<file path="config.mk">
export PLATFORM = sky130hd
export DESIGN_NAME = cri_ctrl
export DESIGN_NICKNAME = d
export VERILOG_FILES = /design/src/cri_pkg.sv /design/src/cri_ctrl.sv
export SDC_FILE = /design/constraint.sdc
export NUM_CORES = 1
export LEC_CHECK = 0
export ABC_CLOCK_PERIOD_IN_PS = 2300
export BUFFER_PORTS_ARGS = -buffer_cell sky130_fd_sc_hd__buf_2
export CAP_MARGIN = 5
export CORE_UTILIZATION = 50
export DETAILED_ROUTE_END_ITERATION = 12
export PLACE_DENSITY = 0.71
export SKIP_LAST_GASP = 1
export SLEW_MARGIN = 20
export SYNTH_ARGS = -nofsm -noshare
export SYNTH_HDL_FRONTEND = slang
export SYNTH_SLANG_ARGS = --single-unit
</file>
<file path="constraint.sdc">
create_clock -name clk_i -period 2.3 [get_ports clk_i]
set_input_delay 0 -clock clk_i [delete_from_list [all_inputs] [get_ports clk_i]]
set_output_delay 0 -clock clk_i [all_outputs]
set_load 0.05 [all_outputs]
</file>
<file path="src/cri_pkg.sv">
// shared types and constants of the catmull-rom path interpolator
package cri_pkg;

  // width of one coordinate field on the streams
  localparam int DataBits   = 32;
  // basis weights: signed, 16 fraction bits, magnitude up to 1.0
  localparam int WeightFrac = 16;
  localparam int WeightBits = WeightFrac + 2;
  // waypoint count of the running path saturates here
  localparam int PtsMax     = 3;

  typedef enum logic [2:0] {
    ST_IDLE,
    ST_SEG_HEAD,
    ST_SEG_TAIL,
    ST_POINT,
    ST_ERROR,
    ST_COMMIT
  } cri_state_e;

  // what the datapath makes of one issued slot
  typedef enum logic [1:0] {
    KIND_SAMPLE,
    KIND_POINT,
    KIND_ZERO
  } cri_kind_e;

  typedef struct packed {
    logic      capture;      // latch the incoming waypoint
    logic      issue;        // push one result slot into the pipeline
    logic      commit;       // shift the waypoint into the history
    logic      tail_seg;     // final segment of the path (ends at the new point)
    logic      clamp_start;  // start of path: repeat the first point
    cri_kind_e kind;
  } cri_cmd_t;

  typedef struct packed {
    logic advance;           // pipeline moves this cycle
  } cri_stat_t;

endpackage

</file>
<file path="src/cri_ctrl.sv">
// sequencer: walks the samples of each segment and drives the datapath
module cri_ctrl import cri_pkg::*; #(
  parameter int SAMPLES_PER_SEGMENT = 20,
  parameter int IdxBits             = $clog2(SAMPLES_PER_SEGMENT)
) (
  input  logic               clk_i,
  input  logic               rst_ni,
  input  logic               in_valid_i,
  input  logic               in_last_i,
  output logic               in_ready_o,
  input  cri_stat_t          stat_i,
  output cri_cmd_t           cmd_o,
  output logic [IdxBits-1:0] idx_o
);

  localparam logic [IdxBits-1:0] IdxLast = IdxBits'(SAMPLES_PER_SEGMENT - 1);

  cri_state_e         state_q, state_d;
  logic [1:0]         pts_q, pts_d;
  logic [1:0]         seen_q, seen_d;
  logic               last_q, last_d;
  logic [IdxBits-1:0] idx_q, idx_d;

  always_ff @(posedge clk_i or negedge rst_ni) begin
    if (!rst_ni) begin
      state_q <= ST_IDLE;
      pts_q   <= '0;
      seen_q  <= '0;
      last_q  <= 1'b0;
      idx_q   <= '0;
    end else begin
      state_q <= state_d;
      pts_q   <= pts_d;
      seen_q  <= seen_d;
      last_q  <= last_d;
      idx_q   <= idx_d;
    end
  end

  always_comb begin
    state_d    = state_q;
    pts_d      = pts_q;
    seen_d     = seen_q;
    last_d     = last_q;
    idx_d      = idx_q;
    in_ready_o = 1'b0;
    cmd_o      = '0;
    cmd_o.kind = KIND_SAMPLE;
    unique case (state_q)
      ST_IDLE: begin
        in_ready_o = 1'b1;
        if (in_valid_i) begin
          cmd_o.capture = 1'b1;
          seen_d = pts_q;
          last_d = in_last_i;
          idx_d  = '0;
          if (pts_q == 2'd0 && in_last_i) begin
            pts_d   = '0;
            state_d = ST_ERROR;
          end else begin
            if (in_last_i) begin
              pts_d = '0;
            end else if (pts_q != 2'(PtsMax)) begin
              pts_d = pts_q + 2'd1;
            end
            if (pts_q >= 2'd2) begin
              state_d = ST_SEG_HEAD;
            end else if (in_last_i) begin
              state_d = ST_SEG_TAIL;
            end else begin
              state_d = ST_COMMIT;
            end
          end
        end
      end
      ST_SEG_HEAD: begin
        cmd_o.clamp_start = (seen_q == 2'd2);
        if (stat_i.advance) begin
          cmd_o.issue = 1'b1;
          if (idx_q == IdxLast) begin
            idx_d = '0;
            if (last_q) begin
              state_d = ST_SEG_TAIL;
            end else begin
              cmd_o.commit = 1'b1;
              state_d      = ST_IDLE;
            end
          end else begin
            idx_d = idx_q + 1'b1;
          end
        end
      end
      ST_SEG_TAIL: begin
        cmd_o.tail_seg    = 1'b1;
        cmd_o.clamp_start = (seen_q == 2'd1);
        if (stat_i.advance) begin
          cmd_o.issue = 1'b1;
          if (idx_q == IdxLast) begin
            idx_d   = '0;
            state_d = ST_POINT;
          end else begin
            idx_d = idx_q + 1'b1;
          end
        end
      end
      ST_POINT: begin
        cmd_o.tail_seg = 1'b1;
        cmd_o.kind     = KIND_POINT;
        if (stat_i.advance) begin
          cmd_o.issue  = 1'b1;
          cmd_o.commit = 1'b1;
          state_d      = ST_IDLE;
        end
      end
      ST_ERROR: begin
        cmd_o.kind = KIND_ZERO;
        if (stat_i.advance) begin
          cmd_o.issue = 1'b1;
          state_d     = ST_IDLE;
        end
      end
      ST_COMMIT: begin
        cmd_o.commit = 1'b1;
        state_d      = ST_IDLE;
      end
      default: begin
        state_d = ST_IDLE;
      end
    endcase
  end

  assign idx_o = idx_q;

  a_issue_needs_room: assert property (@(posedge clk_i) disable iff (!rst_ni)
    cmd_o.issue |-> stat_i.advance)
    else $error("slot issued while the pipeline is stalled");

  a_accept_leaves_idle: assert property (@(posedge clk_i) disable iff (!rst_ni)
    (in_valid_i && in_ready_o) |=> state_q != ST_IDLE)
    else $error("accepted waypoint started no work");

  a_error_resets_path: assert property (@(posedge clk_i) disable iff (!rst_ni)
    (state_q == ST_ERROR && stat_i.advance) |=> (state_q == ST_IDLE && pts_q == 2'd0))
    else $error("error result did not restart the path");

endmodule

</file>
# Word-level counts from Yosys, hierarchy flattened
# Index checks and enable logic that the tools add are counted.
# W data, S select, Z words.
word_totals:
  register_bits: 13
  output_inout_bits: 13
op_classes:
  n_addsub: 2
  magnitude_cmp: 1
  eq_ne: 16
  n_mux: 31
  n_reduce_logical: 13
ops:
  columns: ["op", "count"]
  rows:
  - ["$mux W3", 9]
  - ["$mux W5", 3]
  - ["$mux W2", 6]
  - ["$ne A2 B2 Y1 const B", 6]
  - ["$pmux W3 S4", 1]
  - ["$pmux W5 S2", 1]
  - ["$reduce_or A2 Y1", 4]
  - ["$mux W1", 7]
  - ["$eq A3 B2 Y1 const B", 2]
  - ["$eq A3 B3 Y1 const B", 2]
  - ["$pmux W1 S3", 2]
  - ["$reduce_and A3 Y1", 2]
  - ["$reduce_and A6 Y1", 1]
  - ["$add A5 B1 Y5 const B", 1]
  - ["$eq A5 B5 Y1 const B", 1]
  - ["$ne A2 B1 Y1 const B", 2]
  - ["$pmux W2 S2", 1]
  - ["$eq A3 B1 Y1 const B", 1]
  - ["$logic_not A3 Y1", 1]
  - ["$reduce_bool A3 Y1", 1]
  - ["$add A2 B1 Y2 const B", 1]
  - ["$eq A2 B1 Y1 const B", 1]
  - ["$eq A2 B2 Y1 const B", 1]
  - ["$ge A2 B2 Y1 const B", 1]
  - ["other kinds (5)", 5]

# Logic depth before layout (Yosys ltp)
# Gate-level depths: netlist of the first run.
depth:
  ltp_word: 5
  depth_mapped: 6
  ltp_nobuf: 6

# Worst setup path after synthesis of the first run
# OpenSTA, ideal clock, no wires.
synth_path:
  path_type: "register to register"
  start: "register state_q[0]"
  end: "register pts_q[1]"
  arrival_ns: 2.012
  required_time_ns: 2.217
  setup_slack_ns: 0.205
  path_stages_with_launch: 7
  synth_period_minus_slack_ns: 2.095
  cell_sequence: "dfrtp_1 -> buf_4 -> nor3_2 -> nand2_1 -> inv_2 -> a22oi_1 -> o22ai_1"
synth_via:
  elab_chain_len: 2
synth_rtl:
  columns: ["item", "line_no", "source"]
  rows:
  - ["start: declaration", "cri_ctrl.sv:18", "cri_state_e state_q, state_d;"]
  - ["start signal: assignment", "cri_ctrl.sv:32", "state_q <= state_d;"]
  - ["$logic_not A3 Y1", "cri_ctrl.sv:49", "unique case (state_q)"]
  - ["$reduce_and A3 Y1 (no line)", null, null]
  - ["end signal: assignment", "cri_ctrl.sv:33", "pts_q <= pts_d;"]
  - ["end: declaration", "cri_ctrl.sv:19", "logic [1:0] pts_q, pts_d;"]
# Every way passes these cells.
# A chain may end at the register's enable or synchronous reset.

==> results of run 1 <==
## layer usage
metal  global-route usage, %  part of all wire, %  vias up
met5                       0                    0        -
met4                    8.75                 0.80        0
met3                    4.58                  2.5        2
met2                    41.5                   52       12
met1                    28.0                   45      385
li1                        -                    -      409
## state kept, by name, indices dropped and copies added, names as in the netlist
signal / count
idx_o: 5
last_q: 1
pts_q: 2
seen_q: 2
state_q: 3
## power by group through the flow
stage | clock network, mW | registers, mW | logic (mW)
after floorplan | 0 | 0.421 | 0.608
after global placement | 0 | 0.381 | 0.807
after detailed placement | 0 | 0.386 | 0.815
after CTS | 0.142 | 0.383 | 0.822
after global routing | 0.150 | 0.398 | 0.909
final | 0.136 | 0.384 | 0.820
## synthesized netlist by cell type, drive strengths merged, types with 2 or more instances
master / instances
or4: 2
nor3: 7
nand3b: 2
a21oi: 3
nor2b: 5
inv: 8
o31ai: 2
nor2: 3
nor4: 3
dfrtp: 13
nor3b: 2
o21a: 3
nand2: 7
o211ai: 2
nor4b: 2
buf: 4
o21ai: 10
ha: 3
## metrics by stage
| step | utilization, % | hold WS [ns] | instance area [µm²] | total power, mW | setup slack [ns] |
|---|---|---|---|---|---|
| after floorplan | - | -0.296 | 870 | 1.03 | 0.205 |
| after global placement | 62.4 | -0.0939 | 972 | 1.19 | 0.490 |
| after detailed placement | 62.4 | -0.0941 | 972 | 1.20 | 0.425 |
| after CTS | 65.3 | 0.0773 | 1020 | 1.35 | 0.101 |
| after global routing | 65.7 | 0.107 | 1020 | 1.46 | 0.0953 |
| final | 65.7 | 0.0805 | 1020 | 1.34 | 0.249 |
## worst max path at each step
stage                                 startpoint                      to  slack, ns  cells past startpoint
final                       idx_o[0]$_DFFE_PN0P_                cmd_o[4]       0.25                      6
after global routing        idx_o[0]$_DFFE_PN0P_                cmd_o[4]        0.1                      6
after CTS                   idx_o[0]$_DFFE_PN0P_                cmd_o[4]       0.10                      6
after detailed placement    idx_o[0]$_DFFE_PN0P_                cmd_o[4]       0.42                      6
after global placement      idx_o[0]$_DFFE_PN0P_  state_q[0]$_DFFE_PN0P_       0.49                      4
after floorplan           state_q[0]$_DFFE_PN0P_    pts_q[1]$_DFFE_PN0P_       0.21                      6
## worst max-delay path, stage by stage (launching register included)
cell and delay [ns]:
dfrtp_1 0.41, ha_1 0.25, nor4bb_2 0.46, a21oi_1 0.12
nor3_1 0.16, o21a_1 0.13, buf_2 0.25
## kinds of logic (layout without fill, tap and decap cells)
family	after synthesis	count (layout)
and+or+nand+nor	39	39
AOI/OAI and AO/OA	29	29
DFF	13	13
buffers and inverters	13	34
adders and majority gates	3	3
muxes	2	2
xor gates and xnor gates	1	1
## timing repair
item,CTS,global route
hold endpoints to repair,15,0
endpoints found under the setup margin,0,1
hold buffers,2,0
resized for setup,0,1
## layout make-up
cell class	instances	share of cell area, %
multi-input combinational	74	48.4
sequential	13	31.7
timing repair buffer	22	12.5
inverter	8	2.93
clock buffer	4	2.56
tap	16	1.95
==> run summary, run 1 <==
Grt total ovfl: 0
Fillers: 141
Synth Cell Area: 870 µm²
Reg2reg end: state_q[0]$_DFFE_PN0P_
Hold Startpoint: stat_i
Area of the die: 0.00191 mm²
Lkg Pwr: 0.476 nW
Net count, final: 130
Die X: 43.7 µm
Layout area overhead: 17.8%
Cells after synthesis: 100
Launching point of the worst reg2reg path: state_q[1]$_DFFE_PN0P_
Top Ports: 18
Cell Int Power: 0.639 mW
Area share of the largest cell type after synthesis: 37.4%
Endpoint arrival time on the critical path: 2.05 ns
Number of global-route vias before repair: 797
Combinational Power Share: 61.2%
Largest family of logic cells by synthesized area: simple AND/OR/NAND/NOR gates
Data required time of the worst path: 2.30 ns
Num Clock Sinks: 13
Net Switching: 0.701 mW
Post-synthesis compound-gate area fraction: 21.7%
# diodes: 0
Crit path kind: flop to primary output
Setup crit end kind: primary output
Register area share after synthesis: 37.4%
Num CTS Buffers: 3
Max-slew headroom: 67.6%
GPL Wtd Cong: 0.822
Initial Util: 55.8%
Final hold vios: 0
EDFF count, synth: 0
Syn avg cell area: 8.70 µm²
Synth area leaders: dfrtp_1 (37%), o21ai_1 (5.2%), ha_1 (4.3%), nor2b_1 (3.6%), nor3_1 (3.5%)
Reg2Reg Depth: 4
CTS root buf: clkbuf_4
R2R Setup Slk: 0.48 ns
Power density over the cells: 1310 mW/mm²
Fmax: 488 MHz
I/O Buffers: 17
Fin crit period: 2.05 ns
Die Span Y: 43.7 µm
Setup TNS: 0 ns
Prevailing post-synth register cell: dfrtp_1
Max-slew violation count: 0
VDD IR max: 0.798 mV
Max_cap viols: 0
Most frequent cells in the layout: buf_2 (17), dfrtp_1 (13), o21ai_1 (9), nand2_1 (7)
RSZ-0062 raised after global routing: no
Reg power frac: 28.7%
Register Area: 325 µm²
Commonest non-fill, non-tap cell in the layout: buf_2
Post-Syn Nets: 108
FF+latch count, synth: 13
Synth area leader: dfrtp_1
Core Region: 0.00156 mm²
CTS H-tree depth: 1
Rows: 14
CTS max path bufs: 2
Initial antenna violation count: 0
Initial DRC count: 24
Clock power share: 10.1%
Status: complete, but fails checks
Failing checks: design-rule violations
Hold Path Class: input pin to flop
Reg clk slew, reported paths: 0.08 ns
Final worst path period share: 89.2%
Largest net degree at the start of global routing: 22
CP max FO: 5
Synth Area in XOR/XNOR: 1.01%
Setup crit start kind: flop
Final setup viols: 0
DP Wirelength: 1400 µm
Residual DRC count: 2
Post-Synth Adder-Cell Area: 4.32%
Avg WL per Cell: 13.7 µm
First-pass GRT wire length: 3370 µm
Non-Filler Instances: 137
Syn. warnings: 0
Multi-input logic area: 495 µm²
Drt first pass iters: 8
Detail-routed via count per cell: 5.90
Worst slew pin tran: 0.474 ns
Setup repair bufs after CTS: 0
GRT Total Usage: 23.5%
CTS tree: done
DR vias: 808
ANT nets after route: 0
Synth cell types: 42
Worst Skew: 0.00317 ns
Layout cells sized above 1: 22.3%
WHS Path Cells: 4
Post-synthesis simple-gate area fraction: 26.8%
Sw Share: 52.3%
Mux cell area share after synthesis: 2.45%
Async set-reset flop share out of synthesis: 100%
Placed cell count: 131
Hold Path End: state_q[1]$_DFFE_PN0P_
Total wire length: 1870 µm
Worst-skew pair later-pin latency: 0.26 ns
(Power assumes the default switching activity.)
==> inputs of run 2 (changes only) <==
--- a/config.mk
+++ b/config.mk
@@ -5,7 +5,7 @@
 export SDC_FILE = /design/constraint.sdc
 export NUM_CORES = 1
 export LEC_CHECK = 0
-export ABC_CLOCK_PERIOD_IN_PS = 2300
+export ABC_CLOCK_PERIOD_IN_PS = 2600
 export BUFFER_PORTS_ARGS = -buffer_cell sky130_fd_sc_hd__buf_2
 export CAP_MARGIN = 5
 export CORE_UTILIZATION = 50
==> constraint.sdc (replaced) <==
create_clock -name clk_i -period 2.6 [get_ports clk_i]
set_input_delay 0 -clock clk_i [delete_from_list [all_inputs] [get_ports clk_i]]
set_output_delay 0 -clock clk_i [all_outputs]
set_load 0.05 [all_outputs]
==> run 2 against run 1 <==
Compared with the run above: the run still ends with design-rule violations left; utilization shrank 1.8 points; sequential share of layout area grew 0.92 points; die area is the same; clock skew shrank 0.0014 ns; largest power group unchanged.
==> run summary, run 2 (synthesis results as in run 1) <==
Die Span Y: 43.7 µm (unchanged)
Fmax: 459 MHz
Net Switching: 0.631 mW (was 0.701 mW)
Final core occ: 63.9% (was 65.7%)
I/O Buffers: 17 (unchanged)
DP Wirelength: 1410 µm (was 1400 µm)
Total wire length: 1940 µm (was 1870 µm)
Worst slew pin tran: 0.696 ns (was 0.474 ns)
Setup crit start kind: flop (unchanged)
Detail-routed via count per cell: 6.00 (was 5.90)
Data required time of the worst path: 2.60 ns (was 2.30 ns)
Lkg Pwr: 0.460 nW (was 0.476 nW)
Commonest non-fill, non-tap cell in the layout: buf_2 (unchanged)
Launching point of the worst reg2reg path: state_q[2]$_DFFE_PN0P_ (was state_q[1]$_DFFE_PN0P_)
Grt total ovfl: 0 (unchanged)
GRT Total Usage: 25.1% (was 23.5%)
Layout cells sized above 1: 19.5% (was 22.3%)
Net count, final: 127 (was 130)
Top Ports: 18 (unchanged)
Num CTS Buffers: 3 (unchanged)
Setup crit end kind: primary output (unchanged)
Combinational Power Share: 56.2% (was 61.2%)
Status: complete, but fails checks (unchanged)
Met1 Wirelength: 858 µm (was 844 µm)
Layout area overhead: 14.5% (was 17.8%)
Crit path kind: flop to primary output (unchanged)
Worst Skew: 0.00180 ns (was 0.00317 ns)
Initial DRC count: 22 (was 24)
Setup repair bufs after CTS: 0 (unchanged)
Dpl cell area: 950 µm² (was 972 µm²)
Area of the die: 0.00191 mm² (unchanged)
DR WL met2: 995 µm (was 964 µm)
CTS root buf: clkbuf_4 (unchanged)
Final hold vios: 0 (unchanged)
Reg2Reg Depth: 4 (unchanged)
Fin crit period: 2.18 ns
CTS tree: done (unchanged)
WL met3: 60 µm (was 46 µm)
Critical path launch point: idx_o[0]$_DFFE_PN0P_ (unchanged)
Hold-fix buffers, CTS: 2 (unchanged)
VDD IR max: 0.589 mV (was 0.798 mV)
Final Instance Area: 996 µm² (was 0.00102 mm²)
Max reg flops: 5 (unchanged)
Hold Startpoint: stat_i (unchanged)
Endpoint arrival time on the critical path: 2.18 ns (was 2.05 ns)
Sw Share: 53.8% (was 52.3%)
Initial Util: 55.8% (unchanged)
Placed cell count: 128 (was 131)
Setup TNS: 0 ns (unchanged)
Worst-skew pair later-pin latency: 0.27 ns (was 0.26 ns)
Final Power: 1.17 mW (was 1.34 mW)
Failing checks: design-rule violations (unchanged)
Reg2reg end: state_q[0]$_DFFE_PN0P_ (unchanged)
Num Clock Sinks: 13 (unchanged)
CTS H-tree depth: 1 (unchanged)
Largest net degree at the start of global routing: 25 (was 22)
ANT nets after route: 0 (unchanged)
CTS max path bufs: 2 (unchanged)
GPL Wtd Cong: 0.868 (was 0.822)
# diodes: 0 (unchanged)
Reg clk slew, reported paths: 0.08 ns (about the same)
Avg WL per Cell: 14.5 µm (was 13.7 µm)
Core Region: 0.00156 mm² (unchanged)
Reg power frac: 33.0% (was 28.7%)
Rows: 14 (unchanged)
Most frequent cells in the layout: buf_2 (17), dfrtp_1 (13), o21ai_1 (9), nand2_1 (7) (unchanged)
Max_cap viols: 0 (unchanged)
Highest routed layer: met4 (unchanged)
Cell Int Power: 0.542 mW (was 0.639 mW)
Power density over the cells: 1180 mW/mm² (was 1310 mW/mm²)
Initial antenna violation count: 0 (unchanged)
Resized cells post-CTS: 0 (unchanged)
Residual DRC count: 2 (unchanged)
Final worst path period share: 83.7%
First-pass GRT wire length: 3520 µm (was 3370 µm)
R2R Setup Slk: 0.43 ns (was 0.48 ns)
RSZ-0062 raised after global routing: no (unchanged)
Final setup viols: 0 (unchanged)
Worst setup path endpoint: cmd_o[4] (unchanged)
Die X: 43.7 µm (unchanged)
Max-slew headroom: 53.6% (was 67.6%)
Drt first pass iters: 8 (unchanged)
Fillers: 140 (was 141)
CP max FO: 5 (unchanged)
Number of global-route vias before repair: 794 (was 797)
Max-slew violation count: 0 (unchanged)
Clock power share: 10.8% (was 10.1%)
Hold Path Class: input pin to flop (unchanged)
Non-Filler Instances: 134 (was 137)
DR vias: 804 (was 808)
run 2: changes by cell type in the layout (fill, tap and decap cells not counted), sizes merged:
cell and delta:
buf -3
run 2: worst max-delay path: stages (launching register included):
cell      delay, ns
dfrtp_1        0.41
ha_1           0.25
nor4bb_1       0.57
a21oi_1        0.14
nor3_1         0.15
o21a_1         0.13
buf_2          0.25
run 2: cell type report:
cell class | count | area (µm²) | area share, %
Clock buffer | 4 | 26.3 | 2.64
Inverter | 8 | 30.0 | 3.02
Multi-Input combinational cell | 74 | 489 | 49.1
Sequential cell | 13 | 325 | 32.7
Tap cell | 16 | 20.0 | 2.01
Timing Repair Buffer | 19 | 105 | 10.6
run 2: per-stage QoR:
step	hold WS [ns]	setup WS (ns)
2_1_floorplan	-0.296	0.505
5_1_grt	0.0804	0.212
3_3_place_gp	-0.0952	0.484
3_5_place_dp	-0.0918	0.426
6_report	0.0608	0.423
4_1_cts	0.0561	0.406
run 2: worst min path at each step:
stage / cells past startpoint / slack, ns / to
6_report: 4 / 0.06 / state_q[1]$_DFFE_PN0P_
2_1_floorplan: 0 / -0.30 / idx_o[0]$_DFFE_PN0P_
3_5_place_dp: 1 / -0.09 / idx_o[1]$_DFFE_PN0P_
3_3_place_gp: 1 / -0.1 / idx_o[1]$_DFFE_PN0P_
5_1_grt: 4 / 0.08 / state_q[1]$_DFFE_PN0P_
4_1_cts: 4 / 0.06 / state_q[1]$_DFFE_PN0P_
run 2: power by group through the flow:
stage	sequential (mW)	clock [mW]	combinational [mW]
floorplan	0.372	0	0.538
CTS	0.385	0.130	0.662
global route	0.404	0.143	0.728
detailed placement	0.390	0	0.655
finish	0.387	0.127	0.659
global placement	0.383	0	0.643
run 2: metal layers:
metal	track usage [%]	vias up
met5	0	-
met4	13.1	0
met3	5.83	4
met2	39.4	19
met1	32.2	377
li1	-	404
==> inputs of run 3 (changes only) <==
--- a/config.mk
+++ b/config.mk
@@ -5,12 +5,12 @@
 export SDC_FILE = /design/constraint.sdc
 export NUM_CORES = 1
 export LEC_CHECK = 0
-export ABC_CLOCK_PERIOD_IN_PS = 2600
+export ABC_CLOCK_PERIOD_IN_PS = 1910
 export BUFFER_PORTS_ARGS = -buffer_cell sky130_fd_sc_hd__buf_2
 export CAP_MARGIN = 5
-export CORE_UTILIZATION = 50
+export CORE_UTILIZATION = 47
 export DETAILED_ROUTE_END_ITERATION = 12
-export PLACE_DENSITY = 0.71
+export PLACE_DENSITY = 0.7
 export SKIP_LAST_GASP = 1
 export SLEW_MARGIN = 20
 export SYNTH_ARGS = -nofsm -noshare
==> constraint.sdc (replaced) <==
create_clock -name clk_i -period 1.91 [get_ports clk_i]
set_input_delay 0 -clock clk_i [delete_from_list [all_inputs] [get_ports clk_i]]
set_output_delay 0 -clock clk_i [all_outputs]
set_load 0.05 [all_outputs]
==> run 3 against run 2 <==
Compared with the run above: the run now ends clean; cell count is 11% higher; register-to-register slack got worse by 0.25 ns; critical path depth did not move; critical endpoint unchanged; sequential share of layout area fell by 2.4 points; count of clock-buffer cells in the layout did not move; via count grew 4.5%; global-route usage decreased by 3.8 points.
==> run summary, run 3 (synthesis results as in run 1) <==
Status: finished clean (was complete, but fails checks)
Die X: 45.0 µm (was 43.7 µm)
Endpoint arrival time on the critical path: 1.82 ns (was 2.18 ns)
CTS tree: done (unchanged)
Final worst path period share: 95.3%
Layout cells sized above 1: 29.0% (was 19.5%)
Initial Util: 50.4% (was 55.8%)
Initial DRC count: 16 (was 22)
Worst slew pin tran: 0.391 ns (was 0.696 ns)
CTS max path bufs: 2 (unchanged)
Max-slew violation count: 0 (unchanged)
Commonest non-fill, non-tap cell in the layout: buf_2 (unchanged)
Largest net degree at the start of global routing: 18 (was 25)
Area of the die: 0.00203 mm² (was 0.00191 mm²)
Reg clk slew, reported paths: 0.09 ns (was 0.08 ns)
CTS H-tree depth: 1 (unchanged)
Num Clock Sinks: 13 (unchanged)
Drt first pass iters: 4 (was 8)
Fillers: 157 (was 140)
Layout area overhead: 25.3% (was 14.5%)
Power density over the cells: 1560 mW/mm² (was 1180 mW/mm²)
Lkg Pwr: 0.492 nW (was 0.460 nW)
Num CTS Buffers: 3 (unchanged)
Hold WS: 0.0524 ns (was 0.0608 ns)
Final hold vios: 0 (unchanged)
Most frequent cells in the layout: buf_2 (15), o21ai_1 (9), dfrtp_1 (9), nand2_1 (7), buf_4 (7) (was buf_2 (17), dfrtp_1 (13), o21ai_1 (9), nand2_1 (7))
DP Wirelength: 1420 µm (was 1410 µm)
Core Region: 0.00173 mm² (was 0.00156 mm²)
Final Instance Area: 0.00109 mm² (was 996 µm²)
Residual DRC count: 0 (was 2)
ANT nets after route: 0 (unchanged)
Max_cap viols: 0 (unchanged)
I/O Buffers: 17 (unchanged)
Net count, final: 133 (was 127)
CP max FO: 5 (unchanged)
Top Ports: 18 (unchanged)
Crit path kind: flop to primary output (unchanged)
Setup crit end kind: primary output (unchanged)
Grt total ovfl: 0 (unchanged)
Setup repair bufs after CTS: 0 (unchanged)
Initial antenna violation count: 0 (unchanged)
Final setup viols: 0 (unchanged)
Fin crit period: 1.82 ns
Avg WL per Cell: 13.7 µm (was 14.5 µm)
DR vias: 840 (was 804)
Fmax: 550 MHz
Worst Skew: 0.00583 ns (was 0.00180 ns)
GPL Wtd Cong: 0.794 (was 0.868)
Die Span Y: 45.0 µm (was 43.7 µm)
First-pass GRT wire length: 3140 µm (was 3520 µm)
Detail-routed via count per cell: 5.64 (was 6.00)
RSZ-0062 raised after global routing: yes (was no)
Setup TNS: 0 ns (unchanged)
Hold Path Class: input pin to flop (unchanged)
GRT Total Usage: 21.3% (was 25.1%)
Final Power: 1.70 mW (was 1.17 mW)
Rows: 15 (was 14)
CTS root buf: clkbuf_4 (unchanged)
Number of global-route vias before repair: 707 (was 794)
Max-slew headroom: 73.7% (was 53.6%)
VDD IR max: 0.729 mV (was 0.589 mV)
Hold Startpoint: stat_i (unchanged)
Total wire length: 2040 µm (was 1940 µm)
Setup crit start kind: flop (unchanged)
Launching point of the worst reg2reg path: state_q[1]$_DFFE_PN0P_ (was state_q[2]$_DFFE_PN0P_)
Max reg flops: 5 (unchanged)
Worst-skew pair later-pin latency: 0.28 ns (was 0.27 ns)
Data required time of the worst path: 1.91 ns (was 2.60 ns)
Dpl cell area: 0.00101 mm² (was 950 µm²)
# diodes: 0 (unchanged)
Critical path launch point: idx_o[0]$_DFFE_PN0P_ (unchanged)
## run 3: changes by cell type in the layout (fill, tap and decap cells not counted), sizes merged
| cell | change |
|---|---|
| clkbuf | +1 |
| buf | +5 |
## run 3: cell type report
| cell class | count | area (µm²) | area share [%] |
|---|---|---|---|
| Multi-Input combinational cell | 74 | 517 | 47.4 |
| Sequential cell | 13 | 330 | 30.3 |
| Tap cell | 25 | 31.3 | 2.87 |
| Inverter | 8 | 30.0 | 2.76 |
| Timing Repair Buffer | 25 | 155 | 14.2 |
| Clock buffer | 4 | 26.3 | 2.41 |
## run 3: where the power goes
| part | internal [mW] | total, mW | switching [mW] | leakage, nW |
|---|---|---|---|---|
| Combinational | 0.364 | 1.04 | 0.677 | 0.311 |
| Clock | 0.0809 | 0.174 | 0.0931 | 0.0150 |
| Sequential | 0.370 | 0.483 | 0.114 | 0.166 |
| Total | 0.814 | 1.70 | 0.884 | 0.492 |
## run 3: metal layers
metal,track usage (%),up-vias,share of wire (%)
li1,-,419,-
met4,7.27,0,1.1
met1,31.3,394,50
met5,0,-,0
met3,2.40,4,3.4
met2,32.5,23,45
## run 3: critical path: stages (launching register included)
cell and delay, ns:
dfrtp_2 0.40, ha_1 0.25, nor4bb_4 0.31, a21oi_1 0.11, nor3_1 0.15, o21a_2 0.14, buf_4 0.19
## run 3: through the flow
stage               instances  worst slack (ns)  utilization, %
floorplan                 100            -0.185               -
global placement          143             0.147            58.8
detailed placement        143            0.0391            58.8
CTS                       149            0.0149            62.5
global route              149           -0.0248            63.1
finish                    149            0.0903            63.1
## run 3: final timing paths
kind | endpoint | slack, ns | cells after the start
worst min-delay path | state_q[1]$_DFFE_PN0P_ | 0.05 | 4
worst max-delay path | cmd_o[4] | 0.09 | 6
worst min register to register | idx_o[0]$_DFFE_PN0P_ | 0.50 | 1
min in group asynchronous | state_q[1]$_DFFE_PN0P_ | 0.13 | 2
max in group asynchronous | idx_o[1]$_DFFE_PN0P_ | 1.53 | 2
worst max register to register | state_q[0]$_DFFE_PN0P_ | 0.18 | 4
## run 3: timing repair
action,in CTS,in global routing
endpoints found under the setup margin,1,3
resized for setup,3,4
hold endpoints to repair,15,0
pin swaps,0,1
hold buffers,2,0
